## src/rtl/mbrtu_pkg.sv

```systemverilog
// Shared types, constants and the byte-wide CRC-16 step for the Modbus RTU master.
// Used by mbrtu_ctrl, mbrtu_out and modbus_rtu_master_transaction.
package mbrtu_pkg;

  // Input item
  typedef struct packed {
    logic [1:0]  req_type;
    logic        op_write;
    logic [15:0] reg_address;
    logic [15:0] count_or_value;
    logic [7:0]  rx_byte;
  } in_item_t;

  // Result item
  typedef struct packed {
    logic [1:0] out_kind;
    logic [7:0] out_byte;
    logic       last;
    logic [2:0] status;
  } out_item_t;

  // Work handed from the control stage to the output sequencer
  typedef struct packed {
    logic            load;
    logic            is_req;
    logic [2:0]      last_idx;
    logic [5:0][7:0] frame;
    out_item_t       e0;
    out_item_t       e1;
  } burst_t;

  // Input item kinds
  localparam logic [1:0] REQ_START = 2'd0;
  localparam logic [1:0] REQ_BYTE  = 2'd1;
  localparam logic [1:0] REQ_TICK  = 2'd2;

  // Result kinds
  localparam logic [1:0] KIND_TX  = 2'd0;
  localparam logic [1:0] KIND_RX  = 2'd1;
  localparam logic [1:0] KIND_END = 2'd2;

  // End status codes
  localparam logic [2:0] ST_OK       = 3'd0;
  localparam logic [2:0] ST_CRC_ERR  = 3'd1;
  localparam logic [2:0] ST_EXCEPT   = 3'd2;
  localparam logic [2:0] ST_TIMEOUT  = 3'd3;
  localparam logic [2:0] ST_BUSY     = 3'd4;
  localparam logic [2:0] ST_NOTREADY = 3'd5;

  // Configuration register indexes
  localparam logic [1:0] CFG_SLAVE_ADDR = 2'd0;
  localparam logic [1:0] CFG_TIMEOUT    = 2'd1;
  localparam logic [1:0] CFG_LINK_READY = 2'd2;

  // Protocol constants
  localparam logic [15:0] CRC_INIT     = 16'hFFFF;
  localparam logic [15:0] CRC_POLY     = 16'hA001;
  localparam logic [7:0]  FC_READ      = 8'h03;
  localparam logic [7:0]  FC_WRITE     = 8'h06;
  localparam logic [7:0]  ADDR_BCAST   = 8'hFF;
  localparam logic [8:0]  LEN_WRITE    = 9'd8;
  localparam logic [8:0]  LEN_EXCEPT   = 9'd5;
  localparam logic [8:0]  LEN_OVERHEAD = 9'd5;

  localparam logic [7:0]  RST_SLAVE_ADDR = 8'd2;
  localparam logic [15:0] RST_TIMEOUT    = 16'd5000;

  // One byte through the reflected CRC-16 (eight shift steps)
  function automatic logic [15:0] crc_byte(input logic [15:0] crc, input logic [7:0] b);
    logic [15:0] c;
    c = crc ^ {8'h00, b};
    for (int k = 0; k < 8; k++) begin
      c = c[0] ? ((c >> 1) ^ CRC_POLY) : (c >> 1);
    end
    return c;
  endfunction

endpackage

```

## src/rtl/modbus_rtu_master_transaction.sv

```systemverilog
// Modbus RTU master transaction engine: top level.
// Instantiates mbrtu_ctrl and mbrtu_out; depends on mbrtu_pkg.
//
// A user first sets slave_address, timeout_ticks and link_ready through the
// write port (cfg_we, cfg_index, cfg_data), while the block is idle. Each
// input transfer carries a start request, one received byte or a
// one-millisecond tick. A start yields eight request bytes (address, function
// 0x03 or 0x06, register address and count/value big-endian, CRC-16 low byte
// first) with last on the eighth, or a single end item with status busy or
// not ready. Received bytes are framed against the slave address (or FF) and
// the expected function; every accepted frame byte is echoed and the final
// one is followed by an end item with ok, CRC error or exception status.
// Ticks count toward timeout_ticks and end the transaction with a timeout.
// Rate: results leave one per output transfer, from the cycle after the item
// is taken. Items giving zero or one result flow at one per cycle unless
// out_ready stalls; the input holds off until the last result of the previous
// item is transferring, so a start holds it through its request and a
// function byte through its echoes. The CRC is computed a byte per transfer.
module modbus_rtu_master_transaction (
  input  logic                 clk,
  input  logic                 rst,
  input  logic                 in_valid,
  output logic                 in_ready,
  input  mbrtu_pkg::in_item_t  in_data,
  output logic                 out_valid,
  input  logic                 out_ready,
  output mbrtu_pkg::out_item_t out_data,
  input  logic                 cfg_we,
  input  logic [1:0]           cfg_index,
  input  logic [15:0]          cfg_data
);

  logic              take;
  logic              space;
  mbrtu_pkg::burst_t burst;

  // Accept whenever the output holder is free or draining its final result
  assign in_ready = space;
  assign take     = in_valid && in_ready;

  mbrtu_ctrl u_ctrl (
    .clk       (clk),
    .rst       (rst),
    .cfg_we    (cfg_we),
    .cfg_index (cfg_index),
    .cfg_data  (cfg_data),
    .take      (take),
    .in_item   (in_data),
    .burst     (burst)
  );

  mbrtu_out u_out (
    .clk       (clk),
    .rst       (rst),
    .burst     (burst),
    .space     (space),
    .out_valid (out_valid),
    .out_ready (out_ready),
    .out_data  (out_data)
  );

endmodule

```

## src/rtl/mbrtu_ctrl.sv

```systemverilog
// Transaction control: configuration registers, response framing state,
// running CRC and tick counter. Decides the results of each accepted item.
// Depends on mbrtu_pkg.
module mbrtu_ctrl (
  input  logic                clk,
  input  logic                rst,
  input  logic                cfg_we,
  input  logic [1:0]          cfg_index,
  input  logic [15:0]         cfg_data,
  input  logic                take,
  input  mbrtu_pkg::in_item_t in_item,
  output mbrtu_pkg::burst_t   burst
);

  typedef enum logic [2:0] {
    PH_IDLE  = 3'd0,
    PH_HUNT  = 3'd1,
    PH_FUNC  = 3'd2,
    PH_COUNT = 3'd3,
    PH_BODY  = 3'd4
  } phase_t;

  logic [7:0]  slave_address;
  logic [15:0] timeout_ticks;
  logic        link_ready;

  phase_t      phase, phase_next;
  logic [7:0]  expected_function, expected_function_next;
  logic [7:0]  held_address_byte, held_address_byte_next;
  logic [15:0] held_crc, held_crc_next;
  logic [7:0]  response_function, response_function_next;
  logic [8:0]  frame_length, frame_length_next;
  logic [8:0]  byte_index, byte_index_next;
  logic [15:0] running_crc, running_crc_next;
  logic [7:0]  received_crc_low, received_crc_low_next;
  logic [15:0] elapsed_ticks, elapsed_ticks_next;

  logic        busy;
  logic [7:0]  b;
  logic        b_is_addr;
  logic [15:0] b_crc;
  logic [9:0]  idx_plus2;
  logic [9:0]  len_ext;
  logic [15:0] got_crc;

  function automatic mbrtu_pkg::out_item_t end_item(input logic [2:0] st);
    mbrtu_pkg::out_item_t r;
    r.out_kind = mbrtu_pkg::KIND_END;
    r.out_byte = 8'h00;
    r.last     = 1'b1;
    r.status   = st;
    return r;
  endfunction

  function automatic mbrtu_pkg::out_item_t rx_item(input logic [7:0] v);
    mbrtu_pkg::out_item_t r;
    r.out_kind = mbrtu_pkg::KIND_RX;
    r.out_byte = v;
    r.last     = 1'b0;
    r.status   = mbrtu_pkg::ST_OK;
    return r;
  endfunction

  assign busy      = (phase != PH_IDLE);
  assign b         = in_item.rx_byte;
  assign b_is_addr = (b == slave_address) || (b == mbrtu_pkg::ADDR_BCAST);
  assign b_crc     = mbrtu_pkg::crc_byte(running_crc, b);
  assign idx_plus2 = {1'b0, byte_index} + 10'd2;
  assign len_ext   = {1'b0, frame_length};
  assign got_crc   = {b, received_crc_low};

  always_comb begin
    phase_next             = phase;
    expected_function_next = expected_function;
    held_address_byte_next = held_address_byte;
    held_crc_next          = held_crc;
    response_function_next = response_function;
    frame_length_next      = frame_length;
    byte_index_next        = byte_index;
    running_crc_next       = running_crc;
    received_crc_low_next  = received_crc_low;
    elapsed_ticks_next     = elapsed_ticks;
    burst                  = '0;

    if (take) begin
      case (in_item.req_type)
        mbrtu_pkg::REQ_START: begin
          if (!link_ready) begin
            burst.load = 1'b1;
            burst.e0   = end_item(mbrtu_pkg::ST_NOTREADY);
          end else if (busy) begin
            burst.load = 1'b1;
            burst.e0   = end_item(mbrtu_pkg::ST_BUSY);
          end else begin
            burst.load     = 1'b1;
            burst.is_req   = 1'b1;
            burst.last_idx = 3'd7;
            burst.frame[0] = slave_address;
            burst.frame[1] = in_item.op_write ? mbrtu_pkg::FC_WRITE : mbrtu_pkg::FC_READ;
            burst.frame[2] = in_item.reg_address[15:8];
            burst.frame[3] = in_item.reg_address[7:0];
            burst.frame[4] = in_item.count_or_value[15:8];
            burst.frame[5] = in_item.count_or_value[7:0];
            expected_function_next = burst.frame[1];
            phase_next             = PH_HUNT;
            elapsed_ticks_next     = 16'd0;
            byte_index_next        = 9'd0;
            frame_length_next      = 9'd0;
            running_crc_next       = mbrtu_pkg::CRC_INIT;
          end
        end
        mbrtu_pkg::REQ_TICK: begin
          if (busy) begin
            elapsed_ticks_next = elapsed_ticks + 16'd1;
            if (elapsed_ticks_next >= timeout_ticks) begin
              burst.load = 1'b1;
              burst.e0   = end_item(mbrtu_pkg::ST_TIMEOUT);
              phase_next = PH_IDLE;
            end
          end
        end
        mbrtu_pkg::REQ_BYTE: begin
          if (busy) begin
            case (phase)
              PH_HUNT: begin
                if (b_is_addr) begin
                  held_address_byte_next = b;
                  held_crc_next          = mbrtu_pkg::crc_byte(mbrtu_pkg::CRC_INIT, b);
                  phase_next             = PH_FUNC;
                end
              end
              PH_FUNC: begin
                if ((b == expected_function && b == mbrtu_pkg::FC_READ) ||
                    (b == expected_function && b == mbrtu_pkg::FC_WRITE) || b[7]) begin
                  if (b == expected_function && b == mbrtu_pkg::FC_READ) begin
                    phase_next = PH_COUNT;
                  end else if (b == expected_function && b == mbrtu_pkg::FC_WRITE) begin
                    frame_length_next = mbrtu_pkg::LEN_WRITE;
                    phase_next        = PH_BODY;
                  end else begin
                    frame_length_next = mbrtu_pkg::LEN_EXCEPT;
                    phase_next        = PH_BODY;
                  end
                  response_function_next = b;
                  running_crc_next       = mbrtu_pkg::crc_byte(held_crc, b);
                  byte_index_next        = 9'd2;
                  burst.load             = 1'b1;
                  burst.last_idx         = 3'd1;
                  burst.e0               = rx_item(held_address_byte);
                  burst.e1               = rx_item(b);
                end else if (b_is_addr) begin
                  held_address_byte_next = b;
                  held_crc_next          = mbrtu_pkg::crc_byte(mbrtu_pkg::CRC_INIT, b);
                end else begin
                  phase_next = PH_HUNT;
                end
              end
              PH_COUNT: begin
                frame_length_next = {1'b0, b} + mbrtu_pkg::LEN_OVERHEAD;
                running_crc_next  = b_crc;
                byte_index_next   = 9'd3;
                phase_next        = PH_BODY;
                burst.load        = 1'b1;
                burst.e0          = rx_item(b);
              end
              PH_BODY: begin
                burst.load      = 1'b1;
                burst.e0        = rx_item(b);
                byte_index_next = byte_index + 9'd1;
                if (idx_plus2 < len_ext) begin
                  running_crc_next = b_crc;
                end else if (idx_plus2 == len_ext) begin
                  received_crc_low_next = b;
                end else begin
                  // closing CRC byte: echo it, then report
                  burst.last_idx = 3'd1;
                  if (got_crc != running_crc) begin
                    burst.e1 = end_item(mbrtu_pkg::ST_CRC_ERR);
                  end else if (response_function[7]) begin
                    burst.e1 = end_item(mbrtu_pkg::ST_EXCEPT);
                  end else begin
                    burst.e1 = end_item(mbrtu_pkg::ST_OK);
                  end
                  phase_next = PH_IDLE;
                end
              end
              default: phase_next = PH_HUNT;
            endcase
          end
        end
        default: ;
      endcase
    end
  end

  always_ff @(posedge clk) begin
    if (rst) begin
      slave_address     <= mbrtu_pkg::RST_SLAVE_ADDR;
      timeout_ticks     <= mbrtu_pkg::RST_TIMEOUT;
      link_ready        <= 1'b0;
      phase             <= PH_IDLE;
      expected_function <= 8'h00;
      held_address_byte <= 8'h00;
      held_crc          <= mbrtu_pkg::CRC_INIT;
      response_function <= 8'h00;
      frame_length      <= 9'd0;
      byte_index        <= 9'd0;
      running_crc       <= mbrtu_pkg::CRC_INIT;
      received_crc_low  <= 8'h00;
      elapsed_ticks     <= 16'd0;
    end else begin
      if (cfg_we) begin
        case (cfg_index)
          mbrtu_pkg::CFG_SLAVE_ADDR: slave_address <= cfg_data[7:0];
          mbrtu_pkg::CFG_TIMEOUT:    timeout_ticks <= cfg_data;
          mbrtu_pkg::CFG_LINK_READY: link_ready    <= cfg_data[0];
          default: ;
        endcase
      end
      phase             <= phase_next;
      expected_function <= expected_function_next;
      held_address_byte <= held_address_byte_next;
      held_crc          <= held_crc_next;
      response_function <= response_function_next;
      frame_length      <= frame_length_next;
      byte_index        <= byte_index_next;
      running_crc       <= running_crc_next;
      received_crc_low  <= received_crc_low_next;
      elapsed_ticks     <= elapsed_ticks_next;
    end
  end

  // In the body the index never reaches the frame length
  a_body_index: assert property (@(posedge clk) disable iff (rst)
    phase == PH_BODY |-> byte_index < frame_length)
    else $error("body index past frame length");

  // A start refused for being busy leaves the framing phase alone
  a_busy_start_hold: assert property (@(posedge clk) disable iff (rst)
    (take && in_item.req_type == mbrtu_pkg::REQ_START && link_ready && busy)
      |=> phase == $past(phase))
    else $error("busy start disturbed the phase");

endmodule

```

## src/rtl/mbrtu_out.sv

```systemverilog
// Output sequencer: holds the results of one item and hands them out one per
// transfer; computes the request CRC byte by byte as the frame goes out.
// Depends on mbrtu_pkg.
module mbrtu_out (
  input  logic                 clk,
  input  logic                 rst,
  input  mbrtu_pkg::burst_t    burst,
  output logic                 space,
  output logic                 out_valid,
  input  logic                 out_ready,
  output mbrtu_pkg::out_item_t out_data
);

  logic                 active;
  logic [2:0]           idx;
  logic [2:0]           last_idx;
  logic                 is_req;
  logic [5:0][7:0]      frame;
  logic [15:0]          crc;
  mbrtu_pkg::out_item_t e0;
  mbrtu_pkg::out_item_t e1;

  logic                 xfer;
  logic                 finishing;
  logic [7:0]           req_byte;

  assign out_valid = active;
  assign xfer      = active && out_ready;
  assign finishing = xfer && (idx == last_idx);
  assign space     = !active || finishing;

  always_comb begin
    if (idx < 3'd6) begin
      req_byte = frame[idx];
    end else if (idx == 3'd6) begin
      req_byte = crc[7:0];
    end else begin
      req_byte = crc[15:8];
    end
  end

  always_comb begin
    if (is_req) begin
      out_data.out_kind = mbrtu_pkg::KIND_TX;
      out_data.out_byte = req_byte;
      out_data.last     = (idx == 3'd7);
      out_data.status   = mbrtu_pkg::ST_OK;
    end else if (idx == 3'd0) begin
      out_data = e0;
    end else begin
      out_data = e1;
    end
  end

  // control
  always_ff @(posedge clk) begin
    if (rst) begin
      active <= 1'b0;
      idx    <= 3'd0;
    end else if (burst.load) begin
      active <= 1'b1;
      idx    <= 3'd0;
    end else if (xfer) begin
      if (idx == last_idx) begin
        active <= 1'b0;
      end else begin
        idx <= idx + 3'd1;
      end
    end
  end

  // payload
  always_ff @(posedge clk) begin
    if (burst.load) begin
      is_req   <= burst.is_req;
      last_idx <= burst.last_idx;
      frame    <= burst.frame;
      e0       <= burst.e0;
      e1       <= burst.e1;
      crc      <= mbrtu_pkg::CRC_INIT;
    end else if (xfer && is_req && idx < 3'd6) begin
      crc <= mbrtu_pkg::crc_byte(crc, req_byte);
    end
  end

  // New results only land on an empty holder or one draining its final result
  a_load_space: assert property (@(posedge clk) disable iff (rst)
    burst.load |-> (!active || finishing))
    else $error("results loaded over pending results");

  a_idx_range: assert property (@(posedge clk) disable iff (rst)
    active |-> idx <= last_idx)
    else $error("result index past last");

endmodule

```

## config.mk

```make
export PLATFORM = sky130hd
export DESIGN_NAME = modbus_rtu_master_transaction
export DESIGN_NICKNAME = d
export VERILOG_FILES = /design/src/rtl/mbrtu_pkg.sv /design/src/rtl/modbus_rtu_master_transaction.sv /design/src/rtl/mbrtu_ctrl.sv /design/src/rtl/mbrtu_out.sv
export SDC_FILE = /design/constraint.sdc
export NUM_CORES = 1
export LEC_CHECK = 0
export ABC_AREA = 1
export BUFFER_PORTS_ARGS = -buffer_cell sky130_fd_sc_hd__buf_4
export CORE_MARGIN = 5
export CORE_UTILIZATION = 55
export DETAILED_ROUTE_END_ITERATION = 6
export PLACE_DENSITY = 0.74
export SETUP_SLACK_MARGIN = 0.5
export SYNTH_ARGS = -nofsm -noshare
export SYNTH_HDL_FRONTEND = slang
export SYNTH_SLANG_ARGS = --single-unit
```

## constraint.sdc

```tcl
create_clock -name clk -period 4.5 [get_ports clk]
set_input_delay 0.225 -clock clk [delete_from_list [all_inputs] [get_ports clk]]
set_output_delay 0.225 -clock clk [all_outputs]
set_load 0.01 [all_outputs]
```

==> metrics.cfg, run 1 <==
[critical_path]
r2r_setup_slack_ns = 0.97
r2r_end = u_out.e1[13]
reg2reg_depth = 20
cp-start-kind = register
crit_type = register to register
worstPathRequired_ns = 4.65
cp_slowest_cell = dfxtp_1
reg2reg_from = u_ctrl.elapsed_ticks[1]
crit_chain = ha_1, nand3_1, nor2_1, inv_1, nor2_1, nand2_1, nor3_1, nand3_1, nor2_1, xor2_1, ha_1, nand2_1, a21oi_1, a211oi_1, inv_1, nor2_2, nand3_1, nand3_2, clkinvlp_4, buf_4
crit_fanout = 39
critPathMaxStageDelay_ns = 0.36
arrival_ns = 3.69
worstSetupEndpointType = register

[power]
peakVddDrop_uv = 269
power.density_mw_per_mm2 = 350
fin_total_pwr_mw = 4.48
p_leak_nw = 5.79

[timing]
fin_tns_setup_ns = 0
rsz0062_at_grt = false
hold_viol_final = 0
worst_slack_ns = 0.966
relSlewSlack_pct = 38.6
max_freq_mhz = 283
period_share_pct = 78.5
finalSetupViolCount = 0
finalMaxSlewViolations = 0
fin_skew_ns = 0.0104
fin_hold_ws_ns = 0.0143
min_period_ns = 3.53
tightestPinTransition_ns = 0.914

[global_route]
met1_usage_pct = 32.5
globalRouteMet3Util_pct = 4.02
grt_pass1_vias = 9334
grt_max_degree = 75
grt_usage_pct = 24.8
antenna_found_initial = 0
busiest_layer = met2
globalRouteOverflowTotal = 0
grt_use_met2_pct = 41.8
grt_first_pass_wirelength_um = 47900

[synthesis]
synth_fp_nets = 1617
synth_common_cells = nand2_1 (321), inv_1 (212), nor2_1 (135)
yosys.area.top_type = dfxtp_1
ys_seq_area_share_pct = 41.3
synth-main-ff-cell = dfxtp_1
yosys.area.top_type_share_pct = 22.6
ys_seq_elements = 200
syn_avg_cell_area_um2 = 7.59
synthesis.area_mm2 = 0.0114
ys_warn_count = 0
synthTopCellsByArea = dfxtp_1 (23%), edfxtp_1 (19%), nand2_1 (11%), inv_1 (7.0%), ha_1 (5.3%)
synth_cell_types = 54
synth_edf_count = 71
yosysMostFrequentCell = nand2_1
syn_inst = 1503
synth-async-reset-ratio_pct = 0

[cells_and_area]
final_core_util_pct = 63.0
area_growth_pct = 12.1
antenna_cells = 0
fillers = 1812
regArea_mm2 = 0.00472
fin_nets = 1674
drive_gt1_share_pct = 12.0
design_area_mm2 = 0.0128
multi_input_area_mm2 = 0.00552
stdcell_count = 1843

[clock_network]
clk_pin_slew_ns = 0.08
cts.sinks = 200
clockBufferDepth = 2
tritoncts = yes
insertion_delay_ns = 0.45
cts_buffers = 17
root_buffer = clkbuf_16
htree_levels = 4

[floorplan]
core_mm2 = 0.0203
die_x_um = 154
die_area_mm2 = 0.0237
ioPinCount = 82
start_util_pct = 56.2
rows = 52
die_y_um = 154

[job]
drv_cap = 0

[detailed_routing]
wl_per_cell_um = 16.1
drtAntennaViolNets = 0
drt_iter0_drc = 683
dr.pass1.iters = 7
vias = 10000
wl_um = 29600
post-route-drc-count = 1
avgViaCountPerCell = 5.45

[hold_path]
min_to = u_ctrl.slave_address[1]
holdCritPathClass = input pin to register
hold_path_depth = 3
min_from = cfg_data[1]

[placement]
place_area_mm2 = 0.0121
dp.final_hpwl_um = 21400
place.gp.congestion = 0.946
io_buffers = 81
dp_cells = 1808
dp_slack_ns = 0.995

[run_status]
violations = design-rule violations
status = finished with violations

routing by layer:
| metal | share of wire, % | vias up |
|---|---|---|
| met4 | 2.4 | 0 |
| li1 | - | 4998 |
| met3 | 6.6 | 66 |
| met2 | 48 | 358 |
| met1 | 43 | 4616 |
| met5 | 0 | - |
cells by family (layout without fill, tap and decap cells):
group / after synthesis / in the layout / share of synthesized area, %
simple gates: 619 / 619 / 23.6
buf+inv: 290 / 360 / 10.5
compound gates: 273 / 273 / 13.6
flops: 200 / 200 / 41.3
xor+xnor: 73 / 73 / 5.74
fa+ha+maj: 48 / 48 / 5.27
placed cells by master, fill, tap and decap left out, types with 4 or more instances in the layout:
master,count
xnor2_1,17
o211ai_1,25
a21oi_1,107
nand2_1,321
nor2_2,6
inv_1,210
nor2_1,134
clkinv_1,5
buf_4,93
nand4_1,11
o21ai_0,94
nor3_1,14
dfxtp_1,128
nand3_2,4
edfxtp_1,71
inv_2,15
inv_8,4
inv_6,5
ha_1,48
nor4_1,8
xor2_1,54
nand3_1,89
a31oi_1,9
clkbuf_16,17
a211oi_1,8
nand2_2,14
o21ai_1,7
worst max-delay path by stage:
stage,from,endpoint,slack (ns),cells after the start
floorplan,u_ctrl.elapsed_ticks[0],u_out.e0[0],0.40,19
global placement,u_ctrl.elapsed_ticks[1],u_out.e0[7],1.05,19
detailed placement,u_ctrl.elapsed_ticks[0],u_out.e0[7],0.99,19
CTS,u_ctrl.elapsed_ticks[0],u_out.e0[0],0.97,19
global route,u_ctrl.elapsed_ticks[0],u_out.frame[1],0.56,20
finish,u_ctrl.elapsed_ticks[1],u_out.e1[13],0.97,20
registers in the layout (all words and copies together), names as in the netlist, 9 cells and up:
signal and count:
u_ctrl.byte_index 9, u_out.e1 12, u_out.crc 16, u_out.frame 43, u_ctrl.running_crc 16, u_ctrl.held_crc 11
u_out.e0 13, u_ctrl.timeout_ticks 16, u_ctrl.elapsed_ticks 16, u_ctrl.frame_length 9
repair_timing:
item / 4_1_cts / 5_1_grt
resized for setup: 0 / 0
buffers inserted: 0 / 0
endpoints found under the hold margin: 3 / 0
hold buffers: 3 / 0
critical path: cells and delay by family (launching register included):
family / cells / cell delay (ns)
AND/OR/NAND/NOR: 11 / 1.46
AO/OA/AOI/OAI: 2 / 0.21
adder cells (fa/ha/maj): 2 / 0.47
flip-flops: 1 / 0.36
buffers and inverters: 4 / 0.51
XOR/XNOR: 1 / 0.21
final cells by class:
class | count | area share [%]
multi-input cells | 1013 | 43.1
flip-flops and latches | 200 | 36.9
inverters | 232 | 6.88
repair buffers | 96 | 5.69
clock buffers | 17 | 3.33
well taps | 270 | 2.64
clock inverters | 15 | 1.45
where the power goes:
part	internal [mW]	switching, mW
sequential	1.96	0.0654
combinational	0.305	0.539
clock	0.846	0.763
total	3.11	1.37
Note: power is estimated with default switching activity, not from simulation.
==> run 2: changes to the inputs <==
ABC_AREA = 0   (was 1)
clock period = 3.05 ns   (was 4.5 ns; I/O delays follow)
==> metrics.cfg, run 2 <==
[global_route]
grt_max_degree = 109
grt_pass1_vias = 8883
grt_usage_pct = 24.3
globalRouteOverflowTotal = 0
grt_first_pass_wirelength_um = 46700
antenna_found_initial = 0

[floorplan]
core_mm2 = 0.0202
die_area_mm2 = 0.0234
ioPinCount = 82
rows = 52
die_x_um = 153
die_y_um = 153
start_util_pct = 55.8

[detailed_routing]
drtAntennaViolNets = 0
drt_iter0_drc = 687
avgViaCountPerCell = 5.67
wl_um = 29300
vias = 9251
wl_per_cell_um = 17.9
post-route-drc-count = 0
dr.pass1.iters = 5

[placement]
io_buffers = 81
dp_cells = 1534
place.gp.congestion = 0.862
place_area_mm2 = 0.0126
dp.final_hpwl_um = 19300

[synthesis]
synth_common_cells = dfxtp_1 (129), nor2_1 (115), nand2_1 (100)
synth_edf_count = 71
synth_cell_types = 63
synthesis.area_mm2 = 0.0112
yosys.area.top_type_share_pct = 23.0
synth_fp_nets = 1305
synthTopCellsByArea = dfxtp_1 (23%), edfxtp_1 (19%), xnor2_1 (6.5%), mux2i_1 (6.2%), ha_1 (5.3%)
ys_seq_elements = 200
ys_seq_area_share_pct = 41.9
synth-async-reset-ratio_pct = 0
yosysMostFrequentCell = dfxtp_1
ys_warn_count = 0
syn_avg_cell_area_um2 = 9.44
syn_inst = 1191
yosys.area.top_type = dfxtp_1
synth-main-ff-cell = dfxtp_1

[clock_network]
htree_levels = 4
clockBufferDepth = 2
cts.sinks = 200
tritoncts = yes
root_buffer = clkbuf_16
insertion_delay_ns = 0.43
cts_buffers = 17
clk_pin_slew_ns = 0.07

[critical_path]
worstSetupStartpoint = u_ctrl.elapsed_ticks[3]
worstSetupEndpointType = register
reg2reg_from = u_ctrl.elapsed_ticks[3]
arrival_ns = 3.27
r2r_setup_slack_ns = -0.05
r2r_end = u_out.frame[32]
cp-start-kind = register
worstPathRequired_ns = 3.22
critPathCapture = u_out.frame[32]
crit_type = register to register
crit_fanout = 40
reg2reg_depth = 15

[power]
fin_total_pwr_mw = 6.00
peakVddDrop_uv = 396
power.density_mw_per_mm2 = 425
p_leak_nw = 5.57

[timing]
relSlewSlack_pct = 22.5
max_freq_mhz = 323
tightestPinTransition_ns = 1.16
finalMaxSlewViolations = 0
rsz0062_at_grt = true
finalSetupViolCount = 81
min_period_ns = 3.10
hold_viol_final = 0
fin_hold_ws_ns = 0.0119
fin_skew_ns = 0.0118
worst_slack_ns = -0.0484
period_share_pct = 102

[cells_and_area]
largest_reg_flops = 43
design_area_mm2 = 0.0141
area_growth_pct = 25.5
antenna_cells = 0
fin_nets = 1462
layout_commonest_cell = buf_4
fillers = 1493
drive_gt1_share_pct = 22.5
stdcell_count = 1631
layout_common_cells = buf_4 (158), dfxtp_1 (119), nor2_1 (109)
top_register = u_out.frame

[run_status]
status = finished with violations
violations = negative setup slack

[job]
drv_cap = 0

[hold_path]
holdCritPathClass = input pin to register

[run 2: changes by cell type after synthesis, moves of 27 or more]
cell / before / now
xor2_1: 54 / 27
mux2i_1: 0 / 70
nand3_1: 90 / 37
a21oi_1: 107 / 62
xnor2_1: 17 / 83
and2_1: 0 / 46
nand2_1: 321 / 100
o21ai_0: 94 / 30
inv_1: 212 / 51
[run 2: logic make-up after synthesis]
group | after synthesis | synth area share [%]
AO/OA/AOI/OAI | 213 | 12.8
XOR/XNOR | 118 | 10.1
adder cells (fa/ha/maj) | 48 | 5.34
buffers and inverters | 124 | 4.55
flip-flops | 200 | 41.9
multiplexers | 76 | 7.53
AND/OR/NAND/NOR | 412 | 17.8
[run 2: timing repair]
action / CTS / global route
hold buffers: 29 / 1
pin swaps: 31 / 26
gates resized for setup: 51 / 46
endpoints found under the setup margin: 228 / 224
gates cloned: 4 / 1
hold endpoints to repair: 36 / 1
buffers inserted: 20 / 10
[run 2: layer usage]
layer / up-vias / share of wire, % / GRT usage, %
met4: 0 / 1.4 / 5.39
met1: 4400 / 43 / 33.3
li1: 4503 / - / -
met3: 34 / 6.7 / 4.55
met2: 314 / 49 / 40.4
met5: - / 0 / 0
[run 2: where the power goes]
group | internal, mW | switching (mW) | total (mW)
sequential | 2.83 | 0.0722 | 2.90
combinational | 0.452 | 0.440 | 0.892
clock | 1.15 | 1.06 | 2.21
total | 4.43 | 1.57 | 6.00
[run 2: worst min-delay path by stage]
stage,start,end,slack [ns],cells after the start
2_1_floorplan,cfg_data[3],u_ctrl.timeout_ticks[3],0.27,1
3_5_place_dp,cfg_data[12],u_ctrl.timeout_ticks[12],0.36,2
5_1_grt,in_data[23],u_out.frame[39],0.003,2
3_3_place_gp,cfg_data[9],u_ctrl.timeout_ticks[9],0.35,2
4_1_cts,in_data[30],u_out.frame[30],0.0007,2
6_report,in_data[30],u_out.frame[30],0.01,2
[run 2: per-stage QoR]
step	util (%)	TNS (ns)	worst slack, ns
final	70.0	-2.25	-0.0484
after global routing	70.0	-16.29	-0.211
after CTS	68.6	-0.338	-0.0122
after detailed placement	62.3	-2.66	-0.0517
after global placement	62.3	-0.241	-0.00861
after floorplan	-	-76.06	-1.03
[run 2: final cells by class]
type                       count  area (um2)  area share (%)
clock inverter                15         138           0.975
tap                          270         338            2.39
inverter                      51         203            1.44
multi-input combinational    867        6420            45.5
sequential                   200        4740            33.6
clock buffer                  17         425            3.01
timing repair buffer         211        1850            13.1
[run 2: worst max-delay path: stages (launching register included)]
cell and delay, ns:
dfxtp_2 0.33, and3_4 0.18, and3_4 0.21, nand3_4 0.10, nor2_4 0.13, nand3_2 0.09, xnor2_2 0.15, ha_1 0.31
a21o_1 0.17, a21o_1 0.16, a21oi_2 0.13, o2111a_1 0.22, nor4_2 0.05, o21ai_2 0.19, clkinvlp_4 0.18, buf_12 0.21
